**src/rtl/cfe_pkg.sv**
```systemverilog
// shared constants and types of the continued fraction expander
// no dependencies; used by every module of the block by scoped names
`default_nettype none

package cfe_pkg;

  // operand and coefficient width
  localparam int unsigned VALUE_BITS = 31;
  // longest expansion that is emitted, and the width of the term index
  localparam int unsigned MAX_TERMS  = 46;
  localparam int unsigned IDX_BITS   = 6;

  // stream payload widths, padded to whole bytes
  localparam int unsigned IN_TDATA_W  = ((2 * VALUE_BITS + 7) / 8) * 8;
  localparam int unsigned OUT_TDATA_W = ((VALUE_BITS + IDX_BITS + 7) / 8) * 8;

  // queue between front and back
  localparam int unsigned QUEUE_DEPTH = 2;
  localparam int unsigned QPTR_W      = $clog2(QUEUE_DEPTH);
  localparam int unsigned QCNT_W      = $clog2(QUEUE_DEPTH + 1);

  // divider bit counter
  localparam int unsigned BITCNT_W = $clog2(VALUE_BITS);

  typedef logic [VALUE_BITS-1:0] value_t;

  // one classified fraction
  typedef struct packed {
    logic   zero;  // numerator or denominator is zero
    value_t num;
    value_t den;
  } item_t;

  // queue handshake, producer side and consumer side
  typedef struct packed {
    logic  valid;
    item_t item;
  } push_t;

  typedef struct packed {
    logic  valid;
    item_t item;
  } pop_t;

endpackage

`default_nettype wire

```
**src/rtl/cfe_front.sv**
```systemverilog
// front end: takes fractions from the input stream, flags the zero case
// depends on cfe_pkg
`default_nettype none

module cfe_front (
  input  wire logic                          clk_i,
  input  wire logic                          rst_ni,
  input  wire logic                          s_axis_tvalid,
  output logic                               s_axis_tready,
  // numerator [VALUE_BITS-1:0], denominator [2*VALUE_BITS-1:VALUE_BITS], zero padding
  input  wire logic [cfe_pkg::IN_TDATA_W-1:0] s_axis_tdata,
  output cfe_pkg::push_t                     push_o,
  input  wire logic                          push_ready_i
);

  logic           valid_q, valid_d;
  cfe_pkg::item_t item_q, item_d;
  cfe_pkg::value_t num, den;
  logic           take;

  assign num  = s_axis_tdata[cfe_pkg::VALUE_BITS-1:0];
  assign den  = s_axis_tdata[2*cfe_pkg::VALUE_BITS-1:cfe_pkg::VALUE_BITS];

  assign s_axis_tready = !valid_q || push_ready_i;
  assign take          = s_axis_tvalid && s_axis_tready;

  always_comb begin
    item_d  = item_q;
    valid_d = valid_q;
    if (take) begin
      item_d.num  = num;
      item_d.den  = den;
      item_d.zero = (num == '0) || (den == '0);
      valid_d     = 1'b1;
    end else if (push_ready_i) begin
      valid_d = 1'b0;
    end
  end

  always_ff @(posedge clk_i or negedge rst_ni) begin
    if (!rst_ni) begin
      valid_q <= 1'b0;
    end else begin
      valid_q <= valid_d;
    end
  end

  always_ff @(posedge clk_i) begin
    item_q <= item_d;
  end

  assign push_o.valid = valid_q;
  assign push_o.item  = item_q;

endmodule

`default_nettype wire

```
**src/rtl/cfe_queue.sv**
```systemverilog
// short queue of classified fractions between front and back
// depends on cfe_pkg
`default_nettype none

module cfe_queue (
  input  wire logic           clk_i,
  input  wire logic           rst_ni,
  input  wire cfe_pkg::push_t push_i,
  output logic                push_ready_o,
  output cfe_pkg::pop_t       pop_o,
  input  wire logic           pop_ready_i
);

  cfe_pkg::item_t                entry_q [cfe_pkg::QUEUE_DEPTH];
  logic [cfe_pkg::QPTR_W-1:0]    wr_ptr_q, rd_ptr_q;
  logic [cfe_pkg::QCNT_W-1:0]    count_q;
  logic                          do_push, do_pop;

  assign push_ready_o = count_q != cfe_pkg::QCNT_W'(cfe_pkg::QUEUE_DEPTH);
  assign pop_o.valid  = count_q != '0;
  assign pop_o.item   = entry_q[rd_ptr_q];

  assign do_push = push_i.valid && push_ready_o;
  assign do_pop  = pop_o.valid && pop_ready_i;

  function automatic logic [cfe_pkg::QPTR_W-1:0] ptr_inc(logic [cfe_pkg::QPTR_W-1:0] p);
    ptr_inc = (p == cfe_pkg::QPTR_W'(cfe_pkg::QUEUE_DEPTH - 1)) ? '0 : p + 1'b1;
  endfunction

  always_ff @(posedge clk_i or negedge rst_ni) begin
    if (!rst_ni) begin
      wr_ptr_q <= '0;
      rd_ptr_q <= '0;
      count_q  <= '0;
    end else begin
      if (do_push) begin
        wr_ptr_q <= ptr_inc(wr_ptr_q);
      end
      if (do_pop) begin
        rd_ptr_q <= ptr_inc(rd_ptr_q);
      end
      if (do_push && !do_pop) begin
        count_q <= count_q + 1'b1;
      end else if (do_pop && !do_push) begin
        count_q <= count_q - 1'b1;
      end
    end
  end

  always_ff @(posedge clk_i) begin
    if (do_push) begin
      entry_q[wr_ptr_q] <= push_i.item;
    end
  end

endmodule

`default_nettype wire

```
**src/rtl/cfe_back.sv**
```systemverilog
// back end: euclid loop on a one-bit-per-cycle restoring divider,
// coefficients leave through an output register; depends on cfe_pkg
`default_nettype none

module cfe_back (
  input  wire logic                           clk_i,
  input  wire logic                           rst_ni,
  input  wire cfe_pkg::pop_t                  pop_i,
  output logic                                pop_ready_o,
  output logic                                m_axis_tvalid,
  input  wire logic                           m_axis_tready,
  // term [VALUE_BITS-1:0], term_index [VALUE_BITS+IDX_BITS-1:VALUE_BITS], zero padding
  output logic [cfe_pkg::OUT_TDATA_W-1:0]     m_axis_tdata,
  output logic                                m_axis_tlast
);

  localparam logic [1:0] ST_IDLE = 2'd0;
  localparam logic [1:0] ST_DIV  = 2'd1;
  localparam logic [1:0] ST_EMIT = 2'd2;

  localparam int unsigned VB = cfe_pkg::VALUE_BITS;

  logic [1:0]                      state_q, state_d;
  cfe_pkg::value_t                 quo_q, quo_d;   // dividend shifts out, quotient shifts in
  cfe_pkg::value_t                 rem_q, rem_d;
  cfe_pkg::value_t                 den_q, den_d;
  logic [cfe_pkg::BITCNT_W-1:0]    bit_q, bit_d;
  logic [cfe_pkg::IDX_BITS-1:0]    idx_q, idx_d;

  logic                            out_valid_q, out_valid_d;
  cfe_pkg::value_t                 out_term_q, out_term_d;
  logic [cfe_pkg::IDX_BITS-1:0]    out_idx_q, out_idx_d;
  logic                            out_last_q, out_last_d;

  logic [VB:0]                     rem_shift, rem_sub;
  logic                            fits;
  logic                            out_free;
  logic                            done;

  assign rem_shift = {rem_q, quo_q[VB-1]};
  assign rem_sub   = rem_shift - {1'b0, den_q};
  assign fits      = !rem_sub[VB];
  assign out_free  = !out_valid_q || m_axis_tready;
  assign done      = (rem_q == '0) ||
                     (idx_q >= cfe_pkg::IDX_BITS'(cfe_pkg::MAX_TERMS - 1));

  assign pop_ready_o = (state_q == ST_IDLE);

  always_comb begin
    state_d     = state_q;
    quo_d       = quo_q;
    rem_d       = rem_q;
    den_d       = den_q;
    bit_d       = bit_q;
    idx_d       = idx_q;
    out_valid_d = out_valid_q && !m_axis_tready;
    out_term_d  = out_term_q;
    out_idx_d   = out_idx_q;
    out_last_d  = out_last_q;

    case (state_q)
      ST_IDLE: begin
        if (pop_i.valid) begin
          idx_d = '0;
          bit_d = cfe_pkg::BITCNT_W'(VB - 1);
          den_d = pop_i.item.den;
          if (pop_i.item.zero) begin
            // zero fraction: a single zero term with remainder zero
            quo_d   = '0;
            rem_d   = '0;
            state_d = ST_EMIT;
          end else begin
            quo_d   = pop_i.item.num;
            rem_d   = '0;
            state_d = ST_DIV;
          end
        end
      end
      ST_DIV: begin
        rem_d = fits ? rem_sub[VB-1:0] : rem_shift[VB-1:0];
        quo_d = {quo_q[VB-2:0], fits};
        bit_d = bit_q - 1'b1;
        if (bit_q == '0) begin
          state_d = ST_EMIT;
        end
      end
      ST_EMIT: begin
        if (out_free) begin
          out_valid_d = 1'b1;
          out_term_d  = quo_q;
          out_idx_d   = idx_q;
          out_last_d  = done;
          if (done) begin
            state_d = ST_IDLE;
          end else begin
            // next step divides the old divisor by the remainder
            quo_d   = den_q;
            den_d   = rem_q;
            rem_d   = '0;
            idx_d   = idx_q + 1'b1;
            bit_d   = cfe_pkg::BITCNT_W'(VB - 1);
            state_d = ST_DIV;
          end
        end
      end
      default: begin
        state_d = ST_IDLE;
      end
    endcase
  end

  always_ff @(posedge clk_i or negedge rst_ni) begin
    if (!rst_ni) begin
      state_q     <= ST_IDLE;
      out_valid_q <= 1'b0;
    end else begin
      state_q     <= state_d;
      out_valid_q <= out_valid_d;
    end
  end

  always_ff @(posedge clk_i) begin
    quo_q      <= quo_d;
    rem_q      <= rem_d;
    den_q      <= den_d;
    bit_q      <= bit_d;
    idx_q      <= idx_d;
    out_term_q <= out_term_d;
    out_idx_q  <= out_idx_d;
    out_last_q <= out_last_d;
  end

  assign m_axis_tvalid = out_valid_q;
  assign m_axis_tlast  = out_last_q;
  assign m_axis_tdata  = cfe_pkg::OUT_TDATA_W'({out_idx_q, out_term_q});

endmodule

`default_nettype wire

```
**src/rtl/continued_fraction_expander.sv**
```systemverilog
// top level of the continued fraction expander: front end, queue, back end
// depends on cfe_pkg, cfe_front, cfe_queue, cfe_back
`default_nettype none

// Takes one fraction numerator/denominator per input transaction and streams out
// its continued fraction coefficients in order, term_index counting from zero and
// tlast on the final one; a zero numerator or denominator gives the single term 0.
// Each coefficient comes from a restoring divider that retires one quotient bit per
// cycle while it divides; the term then waits in the emit state until the output
// register is free, and the divider takes no new fraction until the last term of
// the current one has been handed to that register. A front register and a two-entry
// queue keep accepting fractions while the divider works, and an output register
// holds a coefficient until the sink takes it.
module continued_fraction_expander (
  input  wire logic                            clk_i,
  input  wire logic                            rst_ni,
  input  wire logic                            s_axis_tvalid,
  output logic                                 s_axis_tready,
  // numerator [30:0], denominator [61:31], zero padding [63:62]
  input  wire logic [cfe_pkg::IN_TDATA_W-1:0]  s_axis_tdata,
  output logic                                 m_axis_tvalid,
  input  wire logic                            m_axis_tready,
  // term [30:0], term_index [36:31], zero padding [39:37]
  output logic [cfe_pkg::OUT_TDATA_W-1:0]      m_axis_tdata,
  // last
  output logic                                 m_axis_tlast
);

  cfe_pkg::push_t push;
  cfe_pkg::pop_t  pop;
  logic           push_ready;
  logic           pop_ready;

  cfe_front u_front (
    .clk_i        (clk_i),
    .rst_ni       (rst_ni),
    .s_axis_tvalid(s_axis_tvalid),
    .s_axis_tready(s_axis_tready),
    .s_axis_tdata (s_axis_tdata),
    .push_o       (push),
    .push_ready_i (push_ready)
  );

  cfe_queue u_queue (
    .clk_i       (clk_i),
    .rst_ni      (rst_ni),
    .push_i      (push),
    .push_ready_o(push_ready),
    .pop_o       (pop),
    .pop_ready_i (pop_ready)
  );

  cfe_back u_back (
    .clk_i        (clk_i),
    .rst_ni       (rst_ni),
    .pop_i        (pop),
    .pop_ready_o  (pop_ready),
    .m_axis_tvalid(m_axis_tvalid),
    .m_axis_tready(m_axis_tready),
    .m_axis_tdata (m_axis_tdata),
    .m_axis_tlast (m_axis_tlast)
  );

endmodule

`default_nettype wire
```
**config.mk**
```make
export PLATFORM = sky130hd
export DESIGN_NAME = continued_fraction_expander
export DESIGN_NICKNAME = d
export VERILOG_FILES = /design/src/rtl/cfe_pkg.sv /design/src/rtl/cfe_front.sv /design/src/rtl/cfe_queue.sv /design/src/rtl/cfe_back.sv /design/src/rtl/continued_fraction_expander.sv
export SDC_FILE = /design/constraint.sdc
export NUM_CORES = 1
export LEC_CHECK = 0
export BUFFER_PORTS_ARGS = -buffer_cell sky130_fd_sc_hd__buf_2
export CAP_MARGIN = 30
export CORE_MARGIN = 1.5
export CORE_UTILIZATION = 40
export CTS_BUF_LIST = sky130_fd_sc_hd__clkbuf_8
export DETAILED_ROUTE_END_ITERATION = 7
export PLACE_DENSITY = 0.6
export REMOVE_ABC_BUFFERS = 1
export SETUP_SLACK_MARGIN = 0.5
export SLEW_MARGIN = 20
export SYNTH_ARGS = -nofsm -noshare
export SYNTH_HDL_FRONTEND = slang
export SYNTH_SLANG_ARGS = --single-unit
export TNS_END_PERCENT = 5
```
**constraint.sdc**
```tcl
create_clock -name clk_i -period 7.65 [get_ports clk_i]
set_input_delay 0.765 -clock clk_i [delete_from_list [all_inputs] [get_ports clk_i]]
set_output_delay 0.765 -clock clk_i [all_outputs]
set_load 0.05 [all_outputs]
```
==> results of run 1 <==
-- cell families (layout without fill, tap and decap cells) --
kind of cell | count (synthesis) | in the layout | synth area share
flops | 339 | 339 | 0.6892
simple gates | 259 | 259 | 0.07893
compound gates | 204 | 204 | 0.08616
buf+inv | 91 | 269 | 0.02551
mux | 88 | 88 | 0.06004
fa+ha+maj | 41 | 41 | 0.03538
xor+xnor | 39 | 39 | 0.02449
other cells | 1 | 4 | 0.0002549
-- cell type report --
type                    instances  area (µm²)  area share
clock buffers                  56       770.7     0.04576
well taps                     468       585.6     0.03476
multi-input cells             634        4240      0.2517
clock inverters                48       235.2     0.01397
diodes                          1       2.502   0.0001486
repair buffers                121       700.7     0.04160
inverters                      44       165.2    0.009805
flip-flops and latches        339       10140      0.6022
-- per-layer routing --
metal	global-route usage	part of all wire	wire, µm
met4	0.04709	0.014	426
met2	0.2725	0.47	14690
met1	0.2361	0.47	14810
met3	0.03071	0.052	1625
met5	0	0	0
-- state kept, by name, summed over array words and instances, names as in the netlist --
register,count
u_back.idx_q,6
u_back.bit_q,5
u_back.quo_q,31
u_back.out_idx_q,6
u_queue.entry_q,126
u_back.state_q,2
u_back.m_axis_tvalid,1
u_queue.count_q,2
u_back.den_q,31
u_front.push_o,63
u_queue.wr_ptr_q,1
u_back.out_term_q,31
u_back.m_axis_tlast,1
u_front.valid_q,1
u_back.rem_q,31
u_queue.rd_ptr_q,1
-- metrics by stage --
stage | worst slack, ps | utilization | power (W) | cells
floorplan | 118.1 | - | 0.005812 | 1017
global placement | 3889 | 0.4323 | 0.006654 | 1602
detailed placement | 3825 | 0.4336 | 0.006742 | 1604
CTS | 3747 | 0.4615 | 0.008209 | 1709
global route | 3449 | 0.4622 | 0.008712 | 1710
finish | 3776 | 0.4623 | 0.008136 | 1711
-- power breakdown --
group	switching [W]	internal (W)	total (W)
logic	0.00222	0.00116	0.00338
clock network	0.000709	0.000720	0.00143
registers	0.000326	0.00300	0.00332
-- worst max-delay path: stages, from the launching register on --
cell and delay, ps:
edfxtp_1 440, ha_1 400, a21oi_1 260, nor2b_1 80, nor4b_1 420, a211oi_2 150
nor2_1 270, o21ai_2 150, xor2_4 510, buf_4 460, nand2_1 290, o22ai_1 250
-- path summary, 6_finish.rpt --
check | from | endpoint | slack [ps] | depth (start not counted)
hold reg to reg | u_back.quo_q[13] | u_back.out_term_q[13] | 420 | 0
setup reg to reg | u_back.rem_q[9] | u_back.rem_q[26] | 3780 | 11
max in group asynchronous | rst_ni | u_queue.rd_ptr_q | 6920 | 2
hold / removal | s_axis_tdata[4] | u_front.push_o[35] | 340 | 1
min in group asynchronous | rst_ni | u_queue.count_q[0] | 540 | 2
setup / recovery | u_back.rem_q[9] | u_back.rem_q[26] | 3780 | 11
-- cells in the final DEF (no fill, tap or decap), types with 5 or more instances in the layout --
cell	Yosys	routed
nor2_1	50	48
buf_4	3	12
inv_1	42	60
o31ai_1	32	32
nand2_1	128	128
xnor2_1	23	23
nand3_1	12	12
clkinv_2	0	7
a31oi_1	6	6
nor3_1	8	8
a21oi_1	34	34
o21ai_0	79	79
nand2b_1	9	9
clkbuf_8	0	56
buf_2	0	105
o211ai_1	6	6
dfrtp_1	8	7
o22ai_1	5	5
xor2_1	15	15
nand4_1	10	10
nor4_1	21	21
a21o_1	15	15
edfxtp_1	331	331
ha_1	40	38
mux2i_1	86	86
clkinv_1	2	20
==> impl_metrics.csv, run 1 <==
group,metric,value,unit
status,status,"complete, no violations",
placed_design,routabilityCongestion,0.8893,
logic_synthesis,synth_edf_count,331,
clocking,root_buffer,"clkbuf_8",
logic_synthesis,synth_area_leaders,"edfxtp_1 (68%), mux2i_1 (5.9%), ha_1 (3.4%)",
logic_synthesis,async_flop_share,0.02360,
floorplan,fp.dieArea,37940,µm²
layout,drive_gt1_frac,0.1659,
power_and_ir_drop,peakVddDrop,0.3151,mV
floorplan,die_w,194.8,µm
grt,grt_antenna_before_repair,0,
logic_synthesis,ys_types,55,
setup_path,end_kind,"flip-flop",
power_and_ir_drop,power_leakage,6.368,nW
clocking,cts_resized,0,
grt,gr-total-overflow,0,
timing,period_share,0.5065,
layout,fillers,3303,
clocking,clockBufferDepth,3,
routing,wl_per_cell,18.44,µm
grt,grt_usage,0.1693,
setup_path,worstSetupStartpointType,"flip-flop",
logic_synthesis,ys_warn_count,0,
clocking,htree_levels,2,
logic_synthesis,syn_area_per_cell,13.85,µm²
logic_synthesis,netlist_area,14710,µm²
routing,drcViolationCount,0,
logic_synthesis,syn_inst,1062,
timing,period_needed,3874,ps
timing,report.final.hold_viol_count,0,
setup_path,path_max_fanout,24,
grt,grt_pass1_wl,49810,µm
setup_path,worstSetupPathType,"reg2reg",
power_and_ir_drop,powerDensity,483.0,nW/µm²
routing,avgViaCountPerCell,5.165,
grt,grt_max_degree,70,
grt,first_global_vias,8944,
placed_design,place_area,15800,µm²
clocking,cts.sinks,339,
setup_path,cp.arrival,4290,ps
layout,postLayoutCellArea,16840,µm²
clocking,cts_tree,"done",
routing,wl,31550,µm
logic_synthesis,synthTopCellsByCount,"edfxtp_1 (331), nand2_1 (128), mux2i_1 (86)",
floorplan,die_h,194.8,µm
floorplan,start_util,0.4038,
timing,clock_skew,43.84,ps
logic_synthesis,yosysMostFrequentCell,"edfxtp_1",
clocking,post-cts-setup-buffers,0,
logic_synthesis,ys.flop_type,"edfxtp_1",
routing,drtAntennaViolNets,0,
logic_synthesis,ys_seq_area_frac,0.6892,
timing,holdWs,342.8,ps
clocking,cts.reportedPaths.clkPinSlew,70,ps
routing,drt_iter0_markers,499,
layout,final_nets,1305,
timing,fin_setup_tns,0,ps
timing,rsz0062_at_grt,"false",
timing,relSlewSlack,0.3078,
logic_synthesis,ys_ff_latch,339,
timing,max_freq,258.1,MHz
layout,syn_to_final_growth,14.49,%
routing,dr.pass1.iters,5,
timing,finalSetupViolCount,0,
flow_run,max_cap_viol_count,0,
timing,tightest_slew,1029,ps
logic_synthesis,yosysTopAreaCell,"edfxtp_1",
placed_design,post-dp-hpwl,20260,µm
placed_design,portBuffers,105,
floorplan,std_cell_rows,70,
floorplan,io_pins,111,
setup_path,critical_path_required,8060,ps
floorplan,core,36430,µm²
clocking,insertion_delay,610,ps
routing,vias,8838,
clocking,cts_buffers,56,
hold_path,hold_class,"in2reg",
clocking,holdBufCountCts,1,
timing,final_max_slew_viol_count,0,
logic_synthesis,synth_top_cell_area_share,0.6756,
Power figures use the tool's default switching activity.
==> run 2: changes to the inputs <==
- clock period: 7.65 -> 3.95 ns (I/O delays scaled with it)
==> impl_metrics.csv, run 2 (synthesis gave the netlist of run 1 again) <==
group,metric,value,unit
clocking,cts.sinks,339,
routing,wl_per_cell,18.34,µm
placed_design,portBuffers,105,
layout,final_cell_mix,"edfxtp_1 (331), nand2_1 (128), buf_2 (106)",
flow_run,max_cap_viol_count,0,
grt,grt_pass1_wl,50980,µm
grt,grt_usage,0.1733,
placed_design,post-dp-hpwl,21560,µm
placed_design,place_ws,591.2,ps
placed_design,routabilityCongestion,0.8996,
layout,seq_area,10140,µm²
layout,largest-register,"u_queue.entry_q",
routing,dr.pass1.iters,5,
routing,drcViolationCount,0,
clocking,cts_buffers,54,
routing,vias,9036,
clocking,htree_levels,2,
floorplan,die_w,194.8,µm
floorplan,io_pins,111,
status,status,"complete, no violations",
layout,multi_input_area,4250,µm²
layout,diodes,0,
layout,final_nets,1372,
timing,period_needed,3296,ps
setup_path,worstSetupPathType,"reg2reg",
setup_path,worstSetupStartpointType,"flip-flop",
grt,first_global_vias,9201,
floorplan,std_cell_rows,70,
power_and_ir_drop,peakVddDrop,0.4093,mV
layout,postLayoutCellArea,17530,µm²
floorplan,start_util,0.4038,
grt,gr-total-overflow,0,
timing,rsz0062_at_grt,"true",
timing,period_share,0.8344,
timing,max_freq,303.4,MHz
timing,report.final.hold_viol_count,0,
layout,final_common_cell,"edfxtp_1",
timing,finalSetupViolCount,0,
timing,worst_slack,654.0,ps
routing,drt_iter0_markers,535,
clocking,post-cts-setup-buffers,0,
floorplan,core,36430,µm²
hold_path,hold_class,"in2async",
layout,largest_register_ffs,126,
grt,grt_max_degree,64,
floorplan,die_h,194.8,µm
power_and_ir_drop,powerDensity,911.8,nW/µm²
setup_path,end_kind,"flip-flop",
setup_path,path_max_fanout,25,
placed_design,place_area,15860,µm²
power_and_ir_drop,power_leakage,6.664,nW
layout,syn_to_final_growth,19.16,%
layout,fillers,3275,
routing,wl,32520,µm
clocking,clockBufferDepth,3,
clocking,cts.reportedPaths.clkPinSlew,60,ps
setup_path,cp.arrival,3640,ps
floorplan,fp.dieArea,37940,µm²
clocking,root_buffer,"clkbuf_8",
clocking,cts_tree,"done",
setup_path,critical_path_required,4290,ps
grt,grt_antenna_before_repair,0,
routing,drtAntennaViolNets,0,
routing,avgViaCountPerCell,5.096,
timing,final_max_slew_viol_count,0,
clocking,insertion_delay,610,ps
timing,clock_skew,34.66,ps
timing,tightest_slew,1037,ps
layout,drive_gt1_frac,0.1640,
timing,relSlewSlack,0.3025,
[run 2: metal layers]
layer	GRT usage	wire, µm	vias to the layer above
met1	0.2416	15460	4387
met4	0.04881	550	0
met5	0	0	-
met3	0.02846	1355	37
li1	-	-	4395
met2	0.2810	15150	217
[run 2: stage by stage]
step | total power, W | hold WS (ps) | setup TNS, ps | utilization | instances
after floorplan | 0.01114 | 99.41 | -240680 | - | 1017
after global placement | 0.01301 | 254.7 | 0 | 0.4344 | 1609
after detailed placement | 0.01317 | 256.4 | 0 | 0.4353 | 1611
after CTS | 0.01611 | 138.8 | 0 | 0.4809 | 1773
after global routing | 0.01704 | 157.3 | 0 | 0.4811 | 1773
final | 0.01599 | 166.2 | 0 | 0.4811 | 1773
[run 2: timing repair]
item	CTS	global route
hold endpoints to repair	71	0
setup endpoints to repair	0	11
hold buffers	64	0
resized for setup	0	2
[run 2: where the power goes]
group	internal (W)	switching (W)
Combinational	0.00234	0.00441
Clock	0.00148	0.00136
Sequential	0.00580	0.000603
[run 2: layout make-up]
type | count | share of cell area
timing repair buffer | 190 | 0.07794
multi-input combinational | 634 | 0.2425
inverter | 44 | 0.009421
tap | 468 | 0.03340
clock buffer | 54 | 0.04240
clock inverter | 44 | 0.01577
sequential | 339 | 0.5786
[run 2: worst paths after layout]
kind	start	end	slack (ps)	depth (start not counted)
worst max-delay path	u_back.rem_q[9]	u_back.rem_q[17]	650	11
worst min register to register	u_front.push_o[24]	u_queue.entry_q[1][24]	430	0
min in group clk_i	m_axis_tready	u_back.m_axis_tvalid	170	3
worst min-delay path	rst_ni	u_back.m_axis_tvalid	170	2
worst max register to register	u_back.rem_q[9]	u_back.rem_q[17]	650	11
max in group asynchronous	rst_ni	u_queue.rd_ptr_q	3580	2
[run 2: worst max-delay path, cell delays in order, from the launching register on]
cell and delay, ps:
edfxtp_1 440, ha_1 400, a21oi_1 260, nor2b_1 80, nor4b_1 420, a211oi_2 150, nor2_1 270, o21ai_2 150
xor2_4 150, buf_4 380, mux2i_1 250, nor2_1 60
